## config.mk

```make
export PLATFORM = sky130hd
export DESIGN_NAME = civ_enc_bcd_pipe
export DESIGN_NICKNAME = d
export VERILOG_FILES = /design/src/hdl/civ_command_frame_encoder_core_assert.svh /design/src/hdl/civ_enc_pkg.sv /design/src/hdl/civ_enc_bcd_pipe.sv
export SDC_FILE = /design/constraint.sdc
export NUM_CORES = 1
export LEC_CHECK = 0
export ABC_CLOCK_PERIOD_IN_PS = 7300
export BUFFER_PORTS_ARGS = -buffer_cell sky130_fd_sc_hd__buf_2
export CAP_MARGIN = 10
export CORE_MARGIN = 3
export CORE_UTILIZATION = 62
export DETAILED_ROUTE_END_ITERATION = 6
export PLACE_DENSITY_LB_ADDON = 0.2
export REMOVE_ABC_BUFFERS = 1
export SLEW_MARGIN = 10
export SYNTH_ARGS = -nofsm -noshare
export SYNTH_HDL_FRONTEND = slang
export SYNTH_SLANG_ARGS = --single-unit
```

## constraint.sdc

```tcl
create_clock -name i_clk -period 7.3 [get_ports i_clk]
set_clock_uncertainty 0.1 [all_clocks]
set_input_delay 1.46 -clock i_clk [delete_from_list [all_inputs] [get_ports i_clk]]
set_output_delay 1.46 -clock i_clk [all_outputs]
set_load 0.02 [all_outputs]
```

## src/hdl/civ_command_frame_encoder_core_assert.svh

```systemverilog
// assertion macros for the command frame encoder
`ifndef CIV_COMMAND_FRAME_ENCODER_CORE_ASSERT_SVH
`define CIV_COMMAND_FRAME_ENCODER_CORE_ASSERT_SVH

// same-cycle implication, checked outside reset
`define CIV_ASSERT_NOW(lbl, ante, cons) \
    lbl: assert property (@(posedge i_clk) disable iff (!i_rst_n) (ante) |-> (cons)) \
        else $error("frame encoder check failed");

// next-cycle implication, checked outside reset
`define CIV_ASSERT_NEXT(lbl, ante, cons) \
    lbl: assert property (@(posedge i_clk) disable iff (!i_rst_n) (ante) |=> (cons)) \
        else $error("frame encoder sequencing check failed");

`endif

```

## src/hdl/civ_enc_pkg.sv

```systemverilog
// shared constants and types of the command frame encoder
package civ_enc_pkg;

    localparam int BCD_BYTES = 5;
    localparam int DIGITS    = 2 * BCD_BYTES;
    localparam int BCD_W     = 4 * DIGITS;
    localparam int FREQ_W    = 34;
    localparam int STAGES    = 5;
    localparam int BPS       = (FREQ_W + STAGES - 1) / STAGES;
    localparam int PAD_W     = STAGES * BPS;

    localparam int HDR_LEN   = 5;
    localparam int FRAME_MAX = HDR_LEN + BCD_BYTES + 1;
    localparam int IDX_W     = $clog2(FRAME_MAX);

    localparam int CFG_IDX_W = 2;
    localparam logic [CFG_IDX_W-1:0] REG_RADIO = 2'd0;
    localparam logic [CFG_IDX_W-1:0] REG_CTRL  = 2'd1;
    localparam logic [CFG_IDX_W-1:0] REG_MODE  = 2'd2;

    localparam logic [7:0] RST_RADIO = 8'h00;
    localparam logic [7:0] RST_CTRL  = 8'hE0;
    localparam logic [7:0] RST_MODE  = 8'h01;

    localparam logic [7:0] PREAMBLE_BYTE = 8'hFE;
    localparam logic [7:0] END_BYTE      = 8'hFD;
    localparam logic [7:0] CMD_SET_FREQ  = 8'h05;
    localparam logic [7:0] CMD_SET_MODE  = 8'h06;

    localparam logic REQ_SET_MODE = 1'b0;
    localparam logic REQ_SET_FREQ = 1'b1;

    typedef logic [BCD_W-1:0]  t_bcd;
    typedef logic [FREQ_W-1:0] t_freq;

    typedef struct packed {
        logic kind;
        t_bcd bcd;
    } t_pipe_item;

endpackage

```

## src/hdl/civ_enc_bcd_pipe.sv

```systemverilog
// pipelined binary to packed bcd conversion, BPS (7) bits per stage
module civ_enc_bcd_pipe
    import civ_enc_pkg::*;
(
    input  logic       i_clk,
    input  logic       i_rst_n,
    input  logic       i_valid,
    output logic       o_ready,
    input  logic       i_kind,
    input  t_freq      i_freq,
    output logic       o_valid,
    input  logic       i_ready,
    output t_pipe_item o_item
);

    function automatic t_bcd dd_chunk(input t_bcd acc_in, input logic [BPS-1:0] chunk);
        t_bcd acc;
        acc = acc_in;
        for (int j = 0; j < BPS; j++) begin
            for (int d = 0; d < DIGITS; d++) begin
                if (acc[d*4 +: 4] >= 4'd5) begin
                    acc[d*4 +: 4] = acc[d*4 +: 4] + 4'd3;
                end
            end
            // top digit overflow drops out: only the low digits are kept
            acc = {acc[BCD_W-2:0], chunk[BPS-1-j]};
        end
        return acc;
    endfunction

    logic             r_vld  [STAGES];
    logic             r_kind [STAGES];
    t_bcd             r_acc  [STAGES];
    logic [PAD_W-1:0] r_bin  [STAGES];

    logic             adv    [STAGES+1];
    t_bcd             n_acc  [STAGES];
    logic [PAD_W-1:0] n_bin  [STAGES];

    always_comb begin
        adv[STAGES] = i_ready;
        for (int k = STAGES - 1; k >= 0; k--) begin
            adv[k] = !r_vld[k] || adv[k+1];
        end
    end

    always_comb begin
        logic [PAD_W-1:0] src_bin;
        t_bcd             src_acc;
        for (int k = 0; k < STAGES; k++) begin
            if (k == 0) begin
                src_bin = PAD_W'(i_freq);
                src_acc = '0;
            end else begin
                src_bin = r_bin[k-1];
                src_acc = r_acc[k-1];
            end
            n_acc[k] = dd_chunk(src_acc, src_bin[PAD_W-1 -: BPS]);
            n_bin[k] = src_bin << BPS;
        end
    end

    always_ff @(posedge i_clk) begin
        for (int k = 0; k < STAGES; k++) begin
            if (!i_rst_n) begin
                r_vld[k] <= 1'b0;
            end else if (adv[k]) begin
                r_vld[k] <= (k == 0) ? i_valid : r_vld[k-1];
            end
            if (adv[k]) begin
                r_kind[k] <= (k == 0) ? i_kind : r_kind[k-1];
                r_acc[k]  <= n_acc[k];
                r_bin[k]  <= n_bin[k];
            end
        end
    end

    assign o_ready     = adv[0];
    assign o_valid     = r_vld[STAGES-1];
    assign o_item.kind = r_kind[STAGES-1];
    assign o_item.bcd  = r_acc[STAGES-1];

endmodule

```

-- Yosys cells after proc, flatten, opt, wreduce, memory -nomap -nowiden
Memory sizes are Yosys's and may differ from the RTL's.
Index checks and enable logic that the tools add are counted.
- memories kept: 4
- bits in registers: 0
- output and inout bits: 43
- memory bits (writable): 350
- logic and storage cells: 930
- bits of input ports: 39
- memory list (memory ; words ; width ; rd ports ; clocked after Yosys merged registers in ; wr ports ; RTL line ; source):
    r_acc ; 5 ; 40 ; 5 ; 0 ; 5 ; civ_enc_bcd_pipe.sv:33 ; t_bcd r_acc [STAGES];
    r_bin ; 5 ; 28 ; 4 ; 0 ; 5 ; civ_enc_bcd_pipe.sv:34 ; logic [PAD_W-1:0] r_bin [STAGES];
    r_kind ; 5 ; 1 ; 5 ; 0 ; 5 ; civ_enc_bcd_pipe.sv:32 ; logic r_kind [STAGES];
    r_vld ; 5 ; 1 ; 5 ; 0 ; 5 ; civ_enc_bcd_pipe.sv:31 ; logic r_vld [STAGES];
- bitwise logic cells: 5
- add/subtract/negate cells: 295
- order comparisons: 295
- mux-type cells: 321
- reduce and logical (&&, ||, !) cells: 10
- operators by type and width (kind ; number):
    $ge A4 B3 Y1 const B ; 290
    $mux W4 ; 267
    $add A4 B2 Y4 const B ; 262
    $add A3 B2 Y3 const B ; 28
    $mux W3 ; 28
    $mux W1 ; 26
    $add A1 B2 Y3 const B ; 5
    $ge A1 B3 Y1 const B ; 5
    $logic_not A1 Y1 ; 5
    $logic_or A1 B1 Y1 ; 5
    $or A1 B1 Y1 ; 5

-- Longest topological paths before layout
An unclocked memory read counts as a cell.
- depth after elaboration: 15
- depth in mapped cells: 33
- mapped depth without buffers: 33

-- Least setup slack after synthesis
OpenSTA, ideal clock, no wires.
- kind: register -> register
- start point: mem r_acc[0][80] in the netlist's numbering
- end point: mem r_acc[0][128] in the netlist's numbering (data pin)
- arrival time: 5.794 ns
- period minus slack after synthesis: 6.164 ns
- setup slack: 1.136 ns
- cell stages (with the launch flop): 31
- path buffers: 3
- data required time: 6.930 ns
- library setup time: 0.270 ns
- cells stage by stage: edfxtp_1 buf_2 inv_1 ha_1 nand2b_2 a21o_1 a21oi_4 o211ai_2 nand2_1 inv_2 ha_1 a221oi_2 nand2_1 a21oi_1 inv_1 ha_1 and2_1 a221oi_2 o211ai_2 mux2i_2 clkbuf_1 nor3b_1 a21oi_1 ha_1 o221ai_1 and3_1 clkbuf_1 nand2_1 o21ai_0 a21oi_1 xnor2_1
- RTL lines (item ; RTL line):
    start, declared ; civ_enc_bcd_pipe.sv:33

==> results.txt <==
The most prevalent standard cell on the critical path is sky130_fd_sc_hd__ha_1. The delay contributed by the slowest stage of the critical path came out at ~0.56 ns. For this run, the number of Yosys warnings is 0.

The final global-route overflow total is 0. The mapped cell area came out at around 0.027 mm². For the pin with the worst max-slew slack, the measured transition is about 1.1 ns.

The starting density of the core came out at a little under two thirds. The worst register-to-register path ends at r_acc[0][131]. After layout, the worst setup slack is approximately 0.45 ns. The number of synthesized flops with an enable pin is about 200. The root buffer cell chosen for the clock tree is sky130_fd_sc_hd__clkbuf_16. The relative slew slack came out at 26.0%.

The via count of the first global-routing pass came out at around 24000. After detailed routing, the number of remaining DRC violations is 0. The pre-CTS setup slack came out at roughly 0.23 ns. STA puts the critical path data arrival time at a little over 7 ns. In this run the most critical hold path is launched from r_bin[0][76].

The capturing element type of the critical path is a flip-flop. The maximum number of pins on one net before global-route repair is 44. The number of clock buffers added by TritonCTS is 27. The run finished with clean final reports. The vertical die dimension is 215 µm. The total routing resource utilization after global routing came out at a little under a quarter. The total inserted antenna cells came out at 0. Clock-pin slew was measured on the worst setup and hold paths at ~0.060 ns. The area occupied by multi-input gates is about 0.019 mm². After legalization and detailed placement, the total HPWL measured around 44000 µm.

The count of pins over their slew limit came to 0. The number of endpoints failing setup at the final stage came out at 0. Setup repair after global routing left no endpoint under its margin. The number of flip-flops and latches in the synthesized netlist is ~210. The initial antenna violation count came out at 0. The iteration-0 DRC count of the detailed router is 1969.

In this run the mean area of a mapped cell was 7.85 µm². For the worst setup path, the data required time is 7.52 ns. The total core area is approximately 0.043 mm². In this run the number of H-tree levels came out at 1. The min-delay analysis places its worst path in the category reg2reg. Row generation in the floorplan step produced 75 rows. The most frequent cell after synthesis is sky130_fd_sc_hd__nand2_1.

In the synthesized netlist, the cells that appear most often are sky130_fd_sc_hd__nand2_1, sky130_fd_sc_hd__a21oi_1, sky130_fd_sc_hd__nor2_1, sky130_fd_sc_hd__o21ai_0, sky130_fd_sc_hd__inv_1. The final wirelength came out at 58200 µm. Clock tree synthesis found a total of 205 sinks. The most area-hungry cell type in the Yosys netlist is sky130_fd_sc_hd__edfxtp_1. Cells with a size suffix above 1 make up 10.4% of the layout. STA classifies the critical path startpoint as a flip-flop. The final count of hold timing violations is 0.

Across the whole layout, storage elements account for 0.00615 mm². The distinct cell type count after synthesis is 122. The total of max-cap violations came out at 0. The CTS tree is built. The area share of the largest cell type after synthesis came out at between 20% and 30%. The floorplan step defined a die boundary enclosing ~0.046 mm². Timing would allow up to 0.146 GHz. The number of cells on the worst hold path is 0. The detailed-routing iteration count for the pre-antenna-repair pass is 6. The detailed-route vias per instance came out at approximately 6.4. The area added between synthesis and finish is 5.79%.

The maximum count of clock buffers along a single path is 3. The portion of the post-synthesis area used by sequential elements is between 20% and 30%. Of all nets on the critical path, the largest fanout is 10. During placement, the flow inserted port buffers numbering between 80 and 90. Clock latency on the worst-skew pair, taken at its later pin, is about 0.57 ns. The last weighted congestion value of the routability-driven placer came out at 0.874. The clock period minus worst slack came out at 6.85 ns. The worst reg-to-reg path cell count came out at 25. between 80 and 90 I/O pins were placed. For the final routed database, the setup TNS stands at 0 ns.

The worst register-to-register path begins at r_acc[0][80]. The routed length per instance came out at around 14 µm. The first-pass GRT wire length came out at between 100000 and 150000 µm. In the post-synthesis netlist, the biggest area contributors are sky130_fd_sc_hd__edfxtp_1, sky130_fd_sc_hd__ha_1, sky130_fd_sc_hd__a21oi_1, sky130_fd_sc_hd__o21ai_0, sky130_fd_sc_hd__nand2_1. In this run the remaining antenna-violating nets after routing total 0. The path type of the worst setup path is reg2reg. The post-layout net count came out at ~3600. The filler cell count came out at 3421. The final critical-path share of the clock period is between 90% and 100%.

The total via count in the routed design is around 26000. The setup slack on the worst flop-to-flop path is between 0.4 and 0.5 ns. Synthesis produced 3439 cells. In the synthesized netlist the dominant register cell turns out to be sky130_fd_sc_hd__edfxtp_1.

The largest individual stage delay along the critical path comes from the cell sky130_fd_sc_hd__edfxtp_1. The async set-reset flop share out of synthesis came out at 0%. The hold path endpoint is r_bin[0][111].

The die width is 215 µm.
## area by class of cell
type                    instances  share of cell area (%)
multi-input cells            2868                    67.8
flip-flops and latches        205                    21.5
inverters                     233                    3.06
well taps                     577                    2.53
clock buffers                  32                    2.43
repair buffers                102                    1.97
clock inverters                17                   0.731
## sequential cells by signal, summed over array words and instances, names as in the netlist
register,count
r_acc,125
r_bin,70
r_vld,5
r_kind,5
## stage by stage
stage	std cells	area [µm²]	util, %	hold WS, ns
after global placement	3984	27600	65.0	0.301
after floorplan	3306	26300	-	0.300
final	4034	28600	67.2	0.317
after global routing	4034	28600	67.2	0.324
after CTS	4033	28500	67.1	0.318
after detailed placement	3984	27600	65.0	0.305
## worst max path at each step
stage	startpoint	to	slack, ns	depth (start not counted)
after floorplan	r_acc[0][136]	r_acc[0][181]	0.92	26
after global placement	r_acc[0][80]	r_acc[0][131]	0.56	25
after detailed placement	r_acc[0][80]	r_acc[0][131]	0.23	25
after CTS	r_acc[0][80]	r_acc[0][131]	0.17	25
after global routing	r_acc[0][80]	r_acc[0][131]	0.06	26
final	r_acc[0][80]	r_acc[0][131]	0.45	25
## routing by layer
| metal | GRT usage, % | part of all wire (%) | up-vias |
|---|---|---|---|
| li1 | - | - | 13000 |
| met1 | 29.3 | 44 | 12000 |
| met2 | 44.8 | 50 | 640 |
| met3 | 2.33 | 3.8 | 100 |
| met4 | 6.28 | 1.9 | 0 |
| met5 | 0 | 0 | - |
## timing repair
action                                  CTS  global route
resized for setup                         0             6
endpoints found under the setup margin    0            12
hold buffers                              0             0
setup buffers                             0             1
## placed cells by master, fill, tap and decap left out, types with 14 or more instances in the layout
| cell type | count |
|---|---|
| sky130_fd_sc_hd__nor3_1 | 90 |
| sky130_fd_sc_hd__mux2i_1 | 97 |
| sky130_fd_sc_hd__nand3_1 | 90 |
| sky130_fd_sc_hd__a21oi_2 | 15 |
| sky130_fd_sc_hd__o31ai_1 | 29 |
| sky130_fd_sc_hd__clkbuf_16 | 27 |
| sky130_fd_sc_hd__o211ai_1 | 58 |
| sky130_fd_sc_hd__o22ai_1 | 41 |
| sky130_fd_sc_hd__and2_1 | 37 |
| sky130_fd_sc_hd__nor2_1 | 277 |
| sky130_fd_sc_hd__a211oi_1 | 62 |
| sky130_fd_sc_hd__and3_1 | 37 |
| sky130_fd_sc_hd__a211o_1 | 23 |
| sky130_fd_sc_hd__xor2_1 | 30 |
| sky130_fd_sc_hd__ha_1 | 151 |
| sky130_fd_sc_hd__nor2b_1 | 38 |
| sky130_fd_sc_hd__a22oi_1 | 21 |
| sky130_fd_sc_hd__inv_2 | 16 |
| sky130_fd_sc_hd__edfxtp_1 | 204 |
| sky130_fd_sc_hd__buf_4 | 21 |
| sky130_fd_sc_hd__mux2_2 | 49 |
| sky130_fd_sc_hd__or3_1 | 25 |
| sky130_fd_sc_hd__a21oi_1 | 280 |
| sky130_fd_sc_hd__a21o_1 | 59 |
| sky130_fd_sc_hd__a31oi_1 | 62 |
| sky130_fd_sc_hd__a31o_2 | 18 |
| sky130_fd_sc_hd__o21bai_1 | 14 |
| sky130_fd_sc_hd__o32ai_1 | 17 |
| sky130_fd_sc_hd__o21ai_0 | 237 |
| sky130_fd_sc_hd__nand2b_1 | 72 |
| sky130_fd_sc_hd__nor3b_1 | 23 |
| sky130_fd_sc_hd__xnor2_1 | 111 |
| sky130_fd_sc_hd__or2_2 | 29 |
| sky130_fd_sc_hd__nand2_1 | 305 |
| sky130_fd_sc_hd__o21ai_1 | 63 |
| sky130_fd_sc_hd__inv_1 | 212 |
| sky130_fd_sc_hd__a21boi_0 | 19 |
| sky130_fd_sc_hd__buf_2 | 81 |
| sky130_fd_sc_hd__o21a_1 | 51 |
## worst max-delay path, delay by kind of cell (launching register included)
kind / cells / cell delay, ns
buf+inv: 4 / 0.50
fa+ha+maj: 4 / 0.96
mux: 2 / 0.72
flops: 1 / 0.56
compound gates: 8 / 2.32
xor+xnor: 1 / 0.20
simple gates: 6 / 1.22
## kinds of logic (layout without fill, tap and decap cells)
kind of cell / Yosys count / count (layout) / synth area share (%)
AO/OA/AOI/OAI: 1296 / 1296 / 32.9
AND/OR/NAND/NOR: 1107 / 1107 / 20.0
flip-flops: 205 / 205 / 22.8
buffers and inverters: 366 / 384 / 5.73
multiplexers: 151 / 151 / 5.88
XOR/XNOR: 157 / 157 / 5.56
adder cells (fa/ha/maj): 157 / 157 / 7.22
Power is left out: the tool's default activity adds up to more than one toggle a clock period on the data nets, which glitch-free logic cannot reach.
